$ cat src/hw/rtl/assert_macros.svh
// assertion helpers shared by the rtl
`ifndef ASSERT_MACROS_SVH
`define ASSERT_MACROS_SVH

// same-cycle implication
`define NPS_ASSERT_IMP(label, clk, rst_n, ante, cons, msg) \
    label: assert property (@(posedge clk) disable iff (!(rst_n)) (ante) |-> (cons)) \
        else $error(msg);

// next-cycle implication
`define NPS_ASSERT_NXT(label, clk, rst_n, ante, cons, msg) \
    label: assert property (@(posedge clk) disable iff (!(rst_n)) (ante) |=> (cons)) \
        else $error(msg);

`endif

$ cat src/hw/rtl/nps_pkg.sv
package nps_pkg;

    // status of the shared remainder unit
    typedef struct packed {
        logic busy;
        logic done;
        logic zero;
    } t_mod_stat;

    localparam int unsigned C_TWO      = 2;
    localparam int unsigned C_THREE    = 3;
    localparam int unsigned C_FIVE     = 5;
    localparam int unsigned C_SIX      = 6;
    localparam int unsigned C_SQ_FIRST = 25;
    localparam int unsigned C_SQ_STEP  = 36;

endpackage

$ cat src/hw/rtl/nps_mod.sv
module nps_mod #(
    parameter int CW = 17
) (
    input  logic                i_clk,
    input  logic                i_rst_n,
    input  logic                i_start,
    input  logic [CW-1:0]       i_dividend,
    input  logic [CW-1:0]       i_divisor,
    output nps_pkg::t_mod_stat  o_stat
);
    import nps_pkg::*;

    localparam int CNTW = $clog2(CW + 1);

    logic            r_busy;
    logic            r_done;
    logic [CNTW-1:0] r_cnt;
    logic [CW-1:0]   r_rem;
    logic [CW-1:0]   r_quo;
    logic [CW-1:0]   r_div;

    logic [CW:0]     w_trial;
    logic [CW:0]     w_diff;
    logic            w_ge;

    // restoring remainder, one dividend bit per cycle
    assign w_trial = {r_rem, r_quo[CW-1]};
    assign w_diff  = w_trial - {1'b0, r_div};
    assign w_ge    = (w_trial >= {1'b0, r_div});

    always_ff @(posedge i_clk) begin
        if (!i_rst_n) begin
            r_busy <= 1'b0;
            r_done <= 1'b0;
            r_cnt  <= '0;
        end else begin
            r_done <= 1'b0;
            if (i_start) begin
                r_busy <= 1'b1;
                r_cnt  <= CNTW'(CW);
            end else if (r_busy) begin
                r_cnt <= r_cnt - 1'b1;
                if (r_cnt == CNTW'(1)) begin
                    r_busy <= 1'b0;
                    r_done <= 1'b1;
                end
            end
        end
    end

    always_ff @(posedge i_clk) begin
        if (i_start) begin
            r_rem <= '0;
            r_quo <= i_dividend;
            r_div <= i_divisor;
        end else if (r_busy) begin
            r_rem <= w_ge ? w_diff[CW-1:0] : w_trial[CW-1:0];
            r_quo <= {r_quo[CW-2:0], 1'b0};
        end
    end

    assign o_stat.busy = r_busy;
    assign o_stat.done = r_done;
    assign o_stat.zero = (r_rem == '0);

endmodule

$ cat src/hw/rtl/next_prime_search.sv
// next_prime_search
// request channel: i_valid / o_stall with i_number; a request is taken at a
// clock edge where i_valid is high and o_stall is low.
// result channel: o_valid / i_stall with o_input_is_prime and o_next_prime;
// a result is taken at an edge where o_valid is high and i_stall is low.
// one request is worked on at a time; o_stall stays high until the search
// for that request has finished, and drops in the cycle after the result loads.
// every trial divisor runs through the shared bit-serial remainder unit,
// and each divisor pair adds a square check. a candidate is tried with 3,
// then with pairs d and d+2 from d=5 in steps of 6 while d*d does not
// exceed it. inputs 0 and 1 skip trial division; otherwise search time is
// set by the number of divisors tried over all candidates to the next prime.
// the finished result sits in an output register; a new request is taken
// while it waits, and a later result waits in the sequencer until the
// output register is free. a stalled result holds its value.
// synchronous active-low reset returns to idle and drops o_valid.
`include "assert_macros.svh"

module next_prime_search #(
    parameter int NUM_WIDTH = 16
) (
    input  logic                 i_clk,
    input  logic                 i_rst_n,
    input  logic                 i_valid,
    output logic                 o_stall,
    input  logic [NUM_WIDTH-1:0] i_number,
    output logic                 o_valid,
    input  logic                 i_stall,
    output logic                 o_input_is_prime,
    output logic [NUM_WIDTH:0]   o_next_prime
);
    import nps_pkg::*;

    localparam int CW = NUM_WIDTH + 1;
    localparam int SW = 2 * CW;

    localparam logic [2:0] S_IDLE   = 3'd0;
    localparam logic [2:0] S_TEST   = 3'd1;
    localparam logic [2:0] S_WAIT3  = 3'd2;
    localparam logic [2:0] S_CHKSQ  = 3'd3;
    localparam logic [2:0] S_WAITD  = 3'd4;
    localparam logic [2:0] S_WAITD2 = 3'd5;
    localparam logic [2:0] S_DONE   = 3'd6;

    logic [2:0]    r_state, n_state;
    logic [CW-1:0] r_cand, n_cand;
    logic [CW-1:0] r_d, n_d;
    logic [SW-1:0] r_dsq, n_dsq;
    logic          r_first, n_first;
    logic          r_small, n_small;
    logic          r_isp, n_isp;
    logic          r_ovalid, n_ovalid;
    logic          r_oisp;
    logic [CW-1:0] r_onext;

    logic          w_fin;
    logic          w_fin_prime;
    logic          w_load;
    logic          w_mod_start;
    logic [CW-1:0] w_mod_div;
    t_mod_stat     w_mod_stat;
    logic          w_mod_wait;

    nps_mod #(
        .CW (CW)
    ) u_mod (
        .i_clk      (i_clk),
        .i_rst_n    (i_rst_n),
        .i_start    (w_mod_start),
        .i_dividend (r_cand),
        .i_divisor  (w_mod_div),
        .o_stat     (w_mod_stat)
    );

    always_comb begin
        n_state     = r_state;
        n_cand      = r_cand;
        n_d         = r_d;
        n_dsq       = r_dsq;
        n_first     = r_first;
        n_small     = r_small;
        n_isp       = r_isp;
        w_fin       = 1'b0;
        w_fin_prime = 1'b0;
        w_load      = 1'b0;
        w_mod_start = 1'b0;
        w_mod_div   = r_d;

        unique case (r_state)
            S_IDLE: begin
                if (i_valid) begin
                    n_cand  = {1'b0, i_number};
                    n_first = 1'b1;
                    n_small = (i_number <= NUM_WIDTH'(1));
                    n_state = S_TEST;
                end
            end
            S_TEST: begin
                priority if (r_cand <= CW'(1)) begin
                    w_fin = 1'b1;
                end else if (r_cand <= CW'(C_THREE)) begin
                    w_fin       = 1'b1;
                    w_fin_prime = 1'b1;
                end else if (!r_cand[0]) begin
                    w_fin = 1'b1;
                end else begin
                    w_mod_start = 1'b1;
                    w_mod_div   = CW'(C_THREE);
                    n_state     = S_WAIT3;
                end
            end
            S_WAIT3: begin
                if (w_mod_stat.done) begin
                    if (w_mod_stat.zero) begin
                        w_fin = 1'b1;
                    end else begin
                        n_d     = CW'(C_FIVE);
                        n_dsq   = SW'(C_SQ_FIRST);
                        n_state = S_CHKSQ;
                    end
                end
            end
            S_CHKSQ: begin
                if (r_dsq > SW'(r_cand)) begin
                    w_fin       = 1'b1;
                    w_fin_prime = 1'b1;
                end else begin
                    w_mod_start = 1'b1;
                    n_state     = S_WAITD;
                end
            end
            S_WAITD: begin
                if (w_mod_stat.done) begin
                    if (w_mod_stat.zero) begin
                        w_fin = 1'b1;
                    end else begin
                        w_mod_start = 1'b1;
                        w_mod_div   = r_d + CW'(C_TWO);
                        n_state     = S_WAITD2;
                    end
                end
            end
            S_WAITD2: begin
                if (w_mod_stat.done) begin
                    if (w_mod_stat.zero) begin
                        w_fin = 1'b1;
                    end else begin
                        // (d+6)^2 = d^2 + 12d + 36
                        n_d     = r_d + CW'(C_SIX);
                        n_dsq   = r_dsq + (SW'(r_d) << 3) + (SW'(r_d) << 2)
                                + SW'(C_SQ_STEP);
                        n_state = S_CHKSQ;
                    end
                end
            end
            S_DONE: begin
                if (!r_ovalid || !i_stall) begin
                    w_load  = 1'b1;
                    n_state = S_IDLE;
                end
            end
            default: begin
                n_state = S_IDLE;
            end
        endcase

        // verdict on the current candidate
        if (w_fin) begin
            if (r_first) begin
                n_isp   = w_fin_prime;
                n_first = 1'b0;
                if (r_small) begin
                    n_cand  = CW'(C_TWO);
                    n_state = S_DONE;
                end else begin
                    n_cand  = r_cand + 1'b1;
                    n_state = S_TEST;
                end
            end else if (w_fin_prime) begin
                n_state = S_DONE;
            end else begin
                n_cand  = r_cand + 1'b1;
                n_state = S_TEST;
            end
        end

        n_ovalid = r_ovalid;
        if (w_load) begin
            n_ovalid = 1'b1;
        end else if (r_ovalid && !i_stall) begin
            n_ovalid = 1'b0;
        end
    end

    always_ff @(posedge i_clk) begin
        if (!i_rst_n) begin
            r_state  <= S_IDLE;
            r_first  <= 1'b0;
            r_ovalid <= 1'b0;
        end else begin
            r_state  <= n_state;
            r_first  <= n_first;
            r_ovalid <= n_ovalid;
        end
    end

    always_ff @(posedge i_clk) begin
        r_cand  <= n_cand;
        r_d     <= n_d;
        r_dsq   <= n_dsq;
        r_small <= n_small;
        r_isp   <= n_isp;
        if (w_load) begin
            r_oisp  <= r_isp;
            r_onext <= r_cand;
        end
    end

    assign o_stall          = (r_state != S_IDLE);
    assign o_valid          = r_ovalid;
    assign o_input_is_prime = r_oisp;
    assign o_next_prime     = r_onext;

    assign w_mod_wait = (r_state == S_WAIT3) || (r_state == S_WAITD)
                     || (r_state == S_WAITD2);

    `NPS_ASSERT_NXT(a_busy_after_req, i_clk, i_rst_n, i_valid && !o_stall, o_stall, "not stalled")
    `NPS_ASSERT_IMP(a_min_two, i_clk, i_rst_n, o_valid, o_next_prime >= CW'(C_TWO), "below two")
    `NPS_ASSERT_IMP(a_done_in_wait, i_clk, i_rst_n, w_mod_stat.done, w_mod_wait, "stray done")
    `NPS_ASSERT_IMP(a_no_start_busy, i_clk, i_rst_n, w_mod_start, !w_mod_stat.busy, "busy restart")

endmodule
$ cat config.mk
export PLATFORM = sky130hd
export DESIGN_NAME = next_prime_search
export DESIGN_NICKNAME = d
export VERILOG_FILES = /design/src/hw/rtl/nps_pkg.sv /design/src/hw/rtl/nps_mod.sv /design/src/hw/rtl/next_prime_search.sv
export VERILOG_INCLUDE_DIRS = /design/src /design/src/hw/rtl
export SDC_FILE = /design/constraint.sdc
export NUM_CORES = 1
export LEC_CHECK = 0
export BUFFER_PORTS_ARGS = -buffer_cell sky130_fd_sc_hd__buf_2
export CAP_MARGIN = 20
export CORE_MARGIN = 5
export CORE_UTILIZATION = 57
export CTS_CLUSTER_DIAMETER = 120
export DETAILED_ROUTE_END_ITERATION = 12
export PLACE_DENSITY_LB_ADDON = 0.08
export SYNTH_ARGS = -nofsm -noshare
export SYNTH_HDL_FRONTEND = slang
export SYNTH_SLANG_ARGS = --single-unit
$ cat constraint.sdc
create_clock -name i_clk -period 3.9 [get_ports i_clk]
set_clock_uncertainty 0.15 [all_clocks]
set_input_delay 0.39 -clock i_clk [delete_from_list [all_inputs] [get_ports i_clk]]
set_output_delay 0.39 -clock i_clk [all_outputs]
set_load 0.02 [all_outputs]
==> metrics.cfg, run 1 <==
[final_layout]
syn_to_final_growth_pct=13.1
nNetsFinal=1140
final_cell_mix=101 x edfxtp_1, 95 x nor2_1, 86 x ha_1
layout.cells.non_filler=1248
final_common_cell=edfxtp_1
n_antenna_cell=0
final.fill_count=1356
regArea_sq_um=3950
final_area_sq_um=10900
layout-drive-gt1-share_pct=16.1
multiInputGateArea_sq_um=5320

[synth]
ys_seq_area_share_pct=41.1
postSynthCellCount=948
ys_seq_elements=147
synth_compound_area_share_pct=14.2
synth_top_family_by_area=simple AND/OR/NAND/NOR gates
synthesis.area_sq_um=9610
synth.avg_cell_area_sq_um=10.1
synth-edff-count=101
synth-async-reset-ratio_pct=0
synth-main-ff-cell=edfxtp_1
synth_adder_area_share_pct=15.0
synthMuxAreaShare_pct=4.06
yosysWarnings=0
synth-xor-area-share_pct=4.83
synth-simple-area-share_pct=16.3
synth_cell_types=79
synth_fp_nets=1073

[global_routing]
overflow=0
grt_pass1_wl_microns=35300
grtUsageTotal_pct=22.2
antenna_found_initial=0
grt_pass1_vias=6970
grt_max_degree=55

[worst_setup_path]
cp_data_arrival_time_ns=3.89
path_max_fanout=20
cpMaxStageDelayCell=or4b_4
rr_startpoint=r_cand[9]$_DFF_P_
crit_required_ns=4.06
reg2reg_slack_ns=0.17
worstRegToRegCells=10
cp_top_family=simple AND/OR/NAND/NOR gates
crit_path_end_kind=flip-flop
crit_chain=inv_1 -> ha_1 -> nand4_1 -> or4b_4 -> or4_4 -> a311o_1 -> a21boi_2 -> or2_4 -> o22ai_1 -> a221o_1
start_kind=flip-flop
worst-path-buf-inv=1
r2r_end=r_cand[7]$_DFF_P_
crit_type=flip-flop to flip-flop
critical-path-max-stage-delay_ns=0.55

[floorplan]
initial_utilization_pct=58.0
die_area_sq_um=19600
io-pin-count=40
fp-row-count=47
core_area_sq_um=16600
die_width_microns=140
die_h_microns=140

[pwr]
switching_share_pct=38.1
p_switching_mw=2.61
irDropWorstVdd_uv=435
finalPower_mw=6.86
p_int_mw=4.25
pwr-share-comb_pct=41.2
power_density_nw_per_um2=631
power_frac_clock_pct=23.8
p_seq_share_pct=35.0
p_leak_nw=4.31

[sta]
rsz0062_at_grt=no
finalHoldViolCount=0
finalSetupViolCount=0
fmax_mhz=268
slew_viol_final=0
relSlewSlack_pct=29.2
tightest_slew_ns=1.06
finalCriticalPeriod_ns=3.73
timing.final.crit_share_pct=95.7
setup-tns-final_ns=0

[drt]
post_drt_wl_per_cell_microns=17.0
drt_pass1_iterations=5
drc=0
vias=7254
drt-vias-per-instance=5.81
dr.first_iter.drc_count=381
ant_nets=0
drt-total-wl_microns=21200

[outcome]
status=finished, final reports clean

[clock_network]
root_buffer=clkbuf_16
cts_sinks=147
hold_buffers=0
cts_tree=built
clk_latency_ns=0.43
clk_pin_slew_worst_paths_ns=0.07
cts_buffers=17
h-tree-depth=4
clockBufferDepth=2

[worst_hold_path]
min_delay_path_depth=3
min_path_type=input port to flip-flop
min_to=r_cand[8]$_DFF_P_
holdCritStartpoint=i_number[8]

[placed_design]
gp_congestion=0.867
port_buffers=39
placed_area_sq_um=10200
hpwl_microns=15400
dp.cells=1215

[flow_run]
cap_violations=0

==> power by group through the flow <==
| stage | registers, mW | logic [mW] | clock network [mW] |
|---|---|---|---|
| floorplan | 2.35 | 2.21 | 0 |
| global placement | 2.42 | 2.76 | 0 |
| detailed placement | 2.43 | 2.79 | 0 |
| CTS | 2.40 | 2.82 | 1.65 |
| global route | 2.44 | 3.17 | 1.73 |
| finish | 2.40 | 2.83 | 1.63 |
==> layer usage <==
layer | part of all wire (%) | routed length [microns] | global-route usage (%) | vias to the layer above
li1 | - | - | - | 3634
met1 | 48 | 10200 | 32.2 | 3482
met2 | 47 | 9990 | 35.1 | 128
met3 | 4.1 | 862 | 4.25 | 10
met4 | 0.64 | 136 | 4.49 | 0
met5 | 0 | 0 | 0 | -
==> Yosys cell counts, types with 13 or more instances <==
| cell type | instances | share of area [%] |
|---|---|---|
| nand3_1 | 26 | 1.4 |
| nor2_1 | 95 | 3.7 |
| clkbuf_1 | 20 | 0.78 |
| fa_1 | 17 | 3.5 |
| nor4_1 | 18 | 1.2 |
| nand2_1 | 64 | 2.5 |
| edfxtp_1 | 101 | 32 |
| o22ai_1 | 15 | 0.98 |
| dfxtp_1 | 46 | 9.6 |
| a221o_1 | 13 | 1.4 |
| inv_1 | 56 | 2.2 |
| a211oi_1 | 22 | 1.7 |
| o21ai_0 | 34 | 1.8 |
| a21oi_1 | 48 | 2.5 |
| xnor2_1 | 26 | 2.4 |
| nor3_1 | 20 | 1.0 |
| xor2_1 | 27 | 2.5 |
| and3_1 | 15 | 0.98 |
| mux2i_1 | 21 | 2.2 |
| ha_1 | 88 | 11 |
| mux2_2 | 16 | 1.9 |
==> registers in the layout, indices dropped and copies added (netlist names), 3 cells and up <==
name / flops
o_next_prime: 17
u_mod.r_cnt: 5
u_mod.r_quo: 17
u_mod.r_div: 17
r_cand: 17
u_mod.r_rem: 17
r_dsq: 31
r_d: 16
r_state: 3
==> how the worst max path moves through the flow <==
stage                              start                      end  slack, ns  depth (start not counted)
floorplan           r_d[2]$_SDFFCE_PP1P_  r_dsq[24]$_SDFFCE_PP0P_       0.12                         12
global route           r_cand[9]$_DFF_P_       r_cand[14]$_DFF_P_      0.004                         11
detailed placement  r_d[2]$_SDFFCE_PP1P_  r_dsq[32]$_SDFFCE_PP0P_      -0.06                         12
CTS                 r_d[1]$_SDFFCE_PP0P_  r_dsq[32]$_SDFFCE_PP0P_       0.01                         12
finish                 r_cand[9]$_DFF_P_        r_cand[7]$_DFF_P_       0.17                         10
global placement    r_d[2]$_SDFFCE_PP1P_  r_dsq[28]$_SDFFCE_PP0P_       0.06                         12
==> cell families (layout without fill, tap and decap cells) <==
group | count (synthesis) | after routing
compound gates | 204 | 204
simple gates | 311 | 311
flops | 147 | 147
xor+xnor | 53 | 53
buf+inv | 90 | 170
other cells | 1 | 1
mux | 37 | 37
fa+ha+maj | 105 | 105
==> area by class of cell <==
cell class                      count  area share, %
Clock buffer                       18           4.04
Tap cell                          220           2.53
Inverter                           57           1.97
Timing Repair Buffer               81           4.81
Clock inverter                     14           1.30
Sequential cell                   147           36.4
Multi-Input combinational cell    711           49.0
==> through the flow <==
step | hold slack, ns | util, % | setup WS (ns)
after floorplan | 0.250 | - | 0.118
after global placement | 0.272 | 61.7 | 0.0630
after detailed placement | 0.310 | 61.7 | -0.0649
after CTS | 0.0328 | 65.2 | 0.0123
after global routing | 0.0376 | 65.5 | 0.00375
final | 0.0456 | 65.5 | 0.170
==> repair_timing <==
item | 4_1_cts | 5_1_grt
buffers inserted | 0 | 1
resized for setup | 1 | 12
pin swaps | 0 | 3
endpoints found under the setup margin | 5 | 14
==> worst min-delay path, cell delays in order <==
cell     delay [ns]
buf_2          0.09
nand2_1        0.04
o21ai_1        0.06
No activity file was read; power rests on OpenSTA's default activity.
==> inputs of run 2 (changes only) <==
--- a/config.mk
+++ b/config.mk
@@ -9,7 +9,8 @@
 export BUFFER_PORTS_ARGS = -buffer_cell sky130_fd_sc_hd__buf_2
 export CAP_MARGIN = 20
 export CORE_MARGIN = 5
-export CORE_UTILIZATION = 57
+export CORE_UTILIZATION = 58
+export CTS_BUF_LIST = sky130_fd_sc_hd__clkbuf_2
 export CTS_CLUSTER_DIAMETER = 120
 export DETAILED_ROUTE_END_ITERATION = 12
 export PLACE_DENSITY_LB_ADDON = 0.08
==> metrics.cfg, run 2 (synthesis gave the netlist of run 1 again) <==
[outcome]
status=finished, final reports clean  ; unchanged

[worst_hold_path]
min_delay_path_depth=4  ; was 3
holdCritStartpoint=i_number[15]  ; was i_number[8]
min_path_type=input port to flip-flop  ; unchanged
min_to=r_cand[15]$_DFF_P_  ; was r_cand[8]$_DFF_P_

[sta]
worst_slack_ns=0.171  ; was 0.170 ns
finalCriticalPeriod_ns=3.73  ; about the same
relSlewSlack_pct=48.2  ; was 29.2%
slew_viol_final=0  ; unchanged
fmax_mhz=268  ; about the same
tightest_slew_ns=0.777  ; was 1.06 ns
finalHoldViolCount=0  ; unchanged
timing.final.crit_share_pct=95.6  ; was 95.7%
rsz0062_at_grt=yes  ; was no
finalSetupViolCount=0  ; unchanged

[global_routing]
grt_pass1_vias=6933  ; was 6970
antenna_found_initial=1  ; was 0
grtUsageTotal_pct=21.9  ; was 22.2%
grt_max_degree=48  ; was 55
grt_pass1_wl_microns=34700  ; was 35300 microns
overflow=0  ; unchanged

[worst_setup_path]
path_max_fanout=4  ; was 20
r2r_end=r_dsq[24]$_SDFFCE_PP0P_  ; was r_cand[7]$_DFF_P_
cp_data_arrival_time_ns=4.08  ; was 3.89 ns
cpMaxStageDelayCell=fa_1  ; was or4b_4
rr_startpoint=r_d[12]$_SDFFCE_PP0P_  ; was r_cand[9]$_DFF_P_
crit_required_ns=4.25  ; was 4.06 ns
crit_type=flip-flop to flip-flop  ; unchanged
crit_path_end_kind=flip-flop  ; unchanged
crit_top_cell=ha_1
crit_chain=fa_1 -> ha_1 -> ha_1 -> nand2_1 -> or3_1 -> or2_2 -> o221ai_2 -> a21boi_2 -> buf_4 -> nor3b_2 -> xnor2_1 -> nor2_1  ; was inv_1 -> ha_1 -> nand4_1 -> or4b_4 -> or4_4 -> a311o_1 -> a21boi_2 -> or2_4 -> o22ai_1 -> a221o_1
critical-path-max-stage-delay_ns=0.52  ; was 0.55 ns
start_kind=flip-flop  ; unchanged
reg2reg_slack_ns=0.17  ; about the same
worstRegToRegCells=12  ; was 10

[final_layout]
fin_util_pct=65.1  ; was 65.5%
syn_to_final_growth_pct=11.2  ; was 13.1%
largest_reg_flops=31  ; unchanged
nNetsFinal=1162  ; was 1140
final.fill_count=1326  ; was 1356
regMostFlops=r_dsq  ; unchanged
layout-drive-gt1-share_pct=16.0  ; was 16.1%
final_common_cell=edfxtp_1  ; unchanged
final_cell_mix=101 x edfxtp_1, 95 x nor2_1, 86 x ha_1  ; unchanged
final_area_sq_um=10700  ; was 10900 sq um

[pwr]
p_switching_mw=2.48  ; was 2.61 mW
finalPower_mw=6.01  ; was 6.86 mW
p_leak_nw=4.26  ; was 4.31 nW
pwr-share-comb_pct=47.6  ; was 41.2%
power_density_nw_per_um2=562  ; was 631 nW/um^2
irDropWorstVdd_uv=452  ; was 435 uV
power_frac_clock_pct=12.7  ; was 23.8%
p_int_mw=3.53  ; was 4.25 mW
switching_share_pct=41.2  ; was 38.1%
p_seq_share_pct=39.6  ; was 35.0%

[drt]
dr.first_iter.drc_count=425  ; was 381
vias=7255  ; was 7254
drc=0  ; unchanged
drt-total-wl_microns=21000  ; was 21200 microns
drt-vias-per-instance=5.70  ; was 5.81
ant_nets=0  ; unchanged
drt_pass1_iterations=5  ; unchanged
post_drt_wl_per_cell_microns=16.5  ; was 17.0 microns

[floorplan]
die_width_microns=139  ; was 140 microns
die_area_sq_um=19200  ; was 19600 sq um
fp-row-count=47  ; unchanged
io-pin-count=40  ; unchanged
core_area_sq_um=16400  ; was 16600 sq um
die_h_microns=139  ; was 140 microns
initial_utilization_pct=58.6  ; was 58.0%

[placed_design]
placed_area_sq_um=10200  ; about the same
hpwl_microns=15400  ; about the same
gp_congestion=0.873  ; was 0.867
place_ws_ns=0.00279  ; was -0.0649 ns
port_buffers=39  ; unchanged

[clock_network]
clk_latency_ns=0.72  ; was 0.43 ns
cts_buffers=17  ; unchanged
cts_sinks=147  ; unchanged
cts_tree=built  ; unchanged
clockBufferDepth=2  ; unchanged
h-tree-depth=4  ; unchanged
root_buffer=clkbuf_2  ; was clkbuf_16
clk_pin_slew_worst_paths_ns=0.24  ; was 0.07 ns

[flow_run]
cap_violations=0  ; unchanged

run 2: changes by cell type in the layout (fill, tap and decap cells not counted), sizes merged:
cell / change
buf: +4
bufinv: -1
clkbuf: +2
clkinv: +2
clkinvlp: -1
diode: +2
dlygate4sd3: +18
inv: -2
run 2: power by group through the flow:
stage               combinational [mW]  sequential (mW)  clock (mW)
floorplan                         2.21             2.35           0
global placement                  2.79             2.41           0
detailed placement                2.83             2.42           0
CTS                               2.86             2.38       0.790
global route                      3.19             2.42       0.874
finish                            2.86             2.38       0.766
run 2: worst max-delay path, delay by kind of cell, from the launching register on:
kind,cells,cell delay [ns]
buffers and inverters,1,0.15
DFF,1,0.51
xor gates and xnor gates,1,0.14
adders and majority gates,3,1.15
and+or+nand+nor,5,1.05
AOI/OAI and AO/OA,2,0.36
run 2: area by class of cell:
type,instances,area [sq um],area share [%]
inverter,57,214,2.00
clock inverter,12,81.3,0.761
tap,220,275,2.58
sequential,147,3950,37.0
antenna,2,5.00,0.0468
clock buffer,20,100,0.937
multi-input combinational,711,5320,49.7
timing repair buffer,103,741,6.93
run 2: routing by layer:
| layer | track usage, % | part of all wire, % | up-vias |
|---|---|---|---|
| li1 | - | - | 3676 |
| met1 | 30.8 | 48 | 3425 |
| met2 | 35.7 | 47 | 133 |
| met3 | 4.34 | 4.2 | 21 |
| met4 | 4.38 | 1.1 | 0 |
| met5 | 0 | 0 | - |
run 2: how the worst max path moves through the flow:
| stage | from | end |
|---|---|---|
| global placement | r_d[2]$_SDFFCE_PP1P_ | r_dsq[32]$_SDFFCE_PP0P_ |
| finish | r_d[12]$_SDFFCE_PP0P_ | r_dsq[24]$_SDFFCE_PP0P_ |
| CTS | r_d[2]$_SDFFCE_PP1P_ | r_dsq[29]$_SDFFCE_PP0P_ |
| floorplan | r_d[2]$_SDFFCE_PP1P_ | r_dsq[24]$_SDFFCE_PP0P_ |
| global route | r_d[1]$_SDFFCE_PP0P_ | r_dsq[26]$_SDFFCE_PP0P_ |
| detailed placement | r_d[2]$_SDFFCE_PP1P_ | r_dsq[32]$_SDFFCE_PP0P_ |
run 2: timing repair:
item / 4_1_cts / 5_1_grt
resized for setup: 1 / 10
buffers inserted: 0 / 3
pin swaps: 0 / 6
hold buffers: 18 / 0
setup endpoints to repair: 3 / 14
hold endpoints to repair: 29 / 0
run 2: per-stage QoR:
stage | TNS [ns] | cells | hold WS (ns)
global route | -0.0187 | 1272 | 0.161
CTS | 0 | 1266 | 0.197
global placement | 0 | 1216 | 0.272
floorplan | 0 | 948 | 0.250
detailed placement | 0 | 1216 | 0.258
finish | 0 | 1272 | 0.268
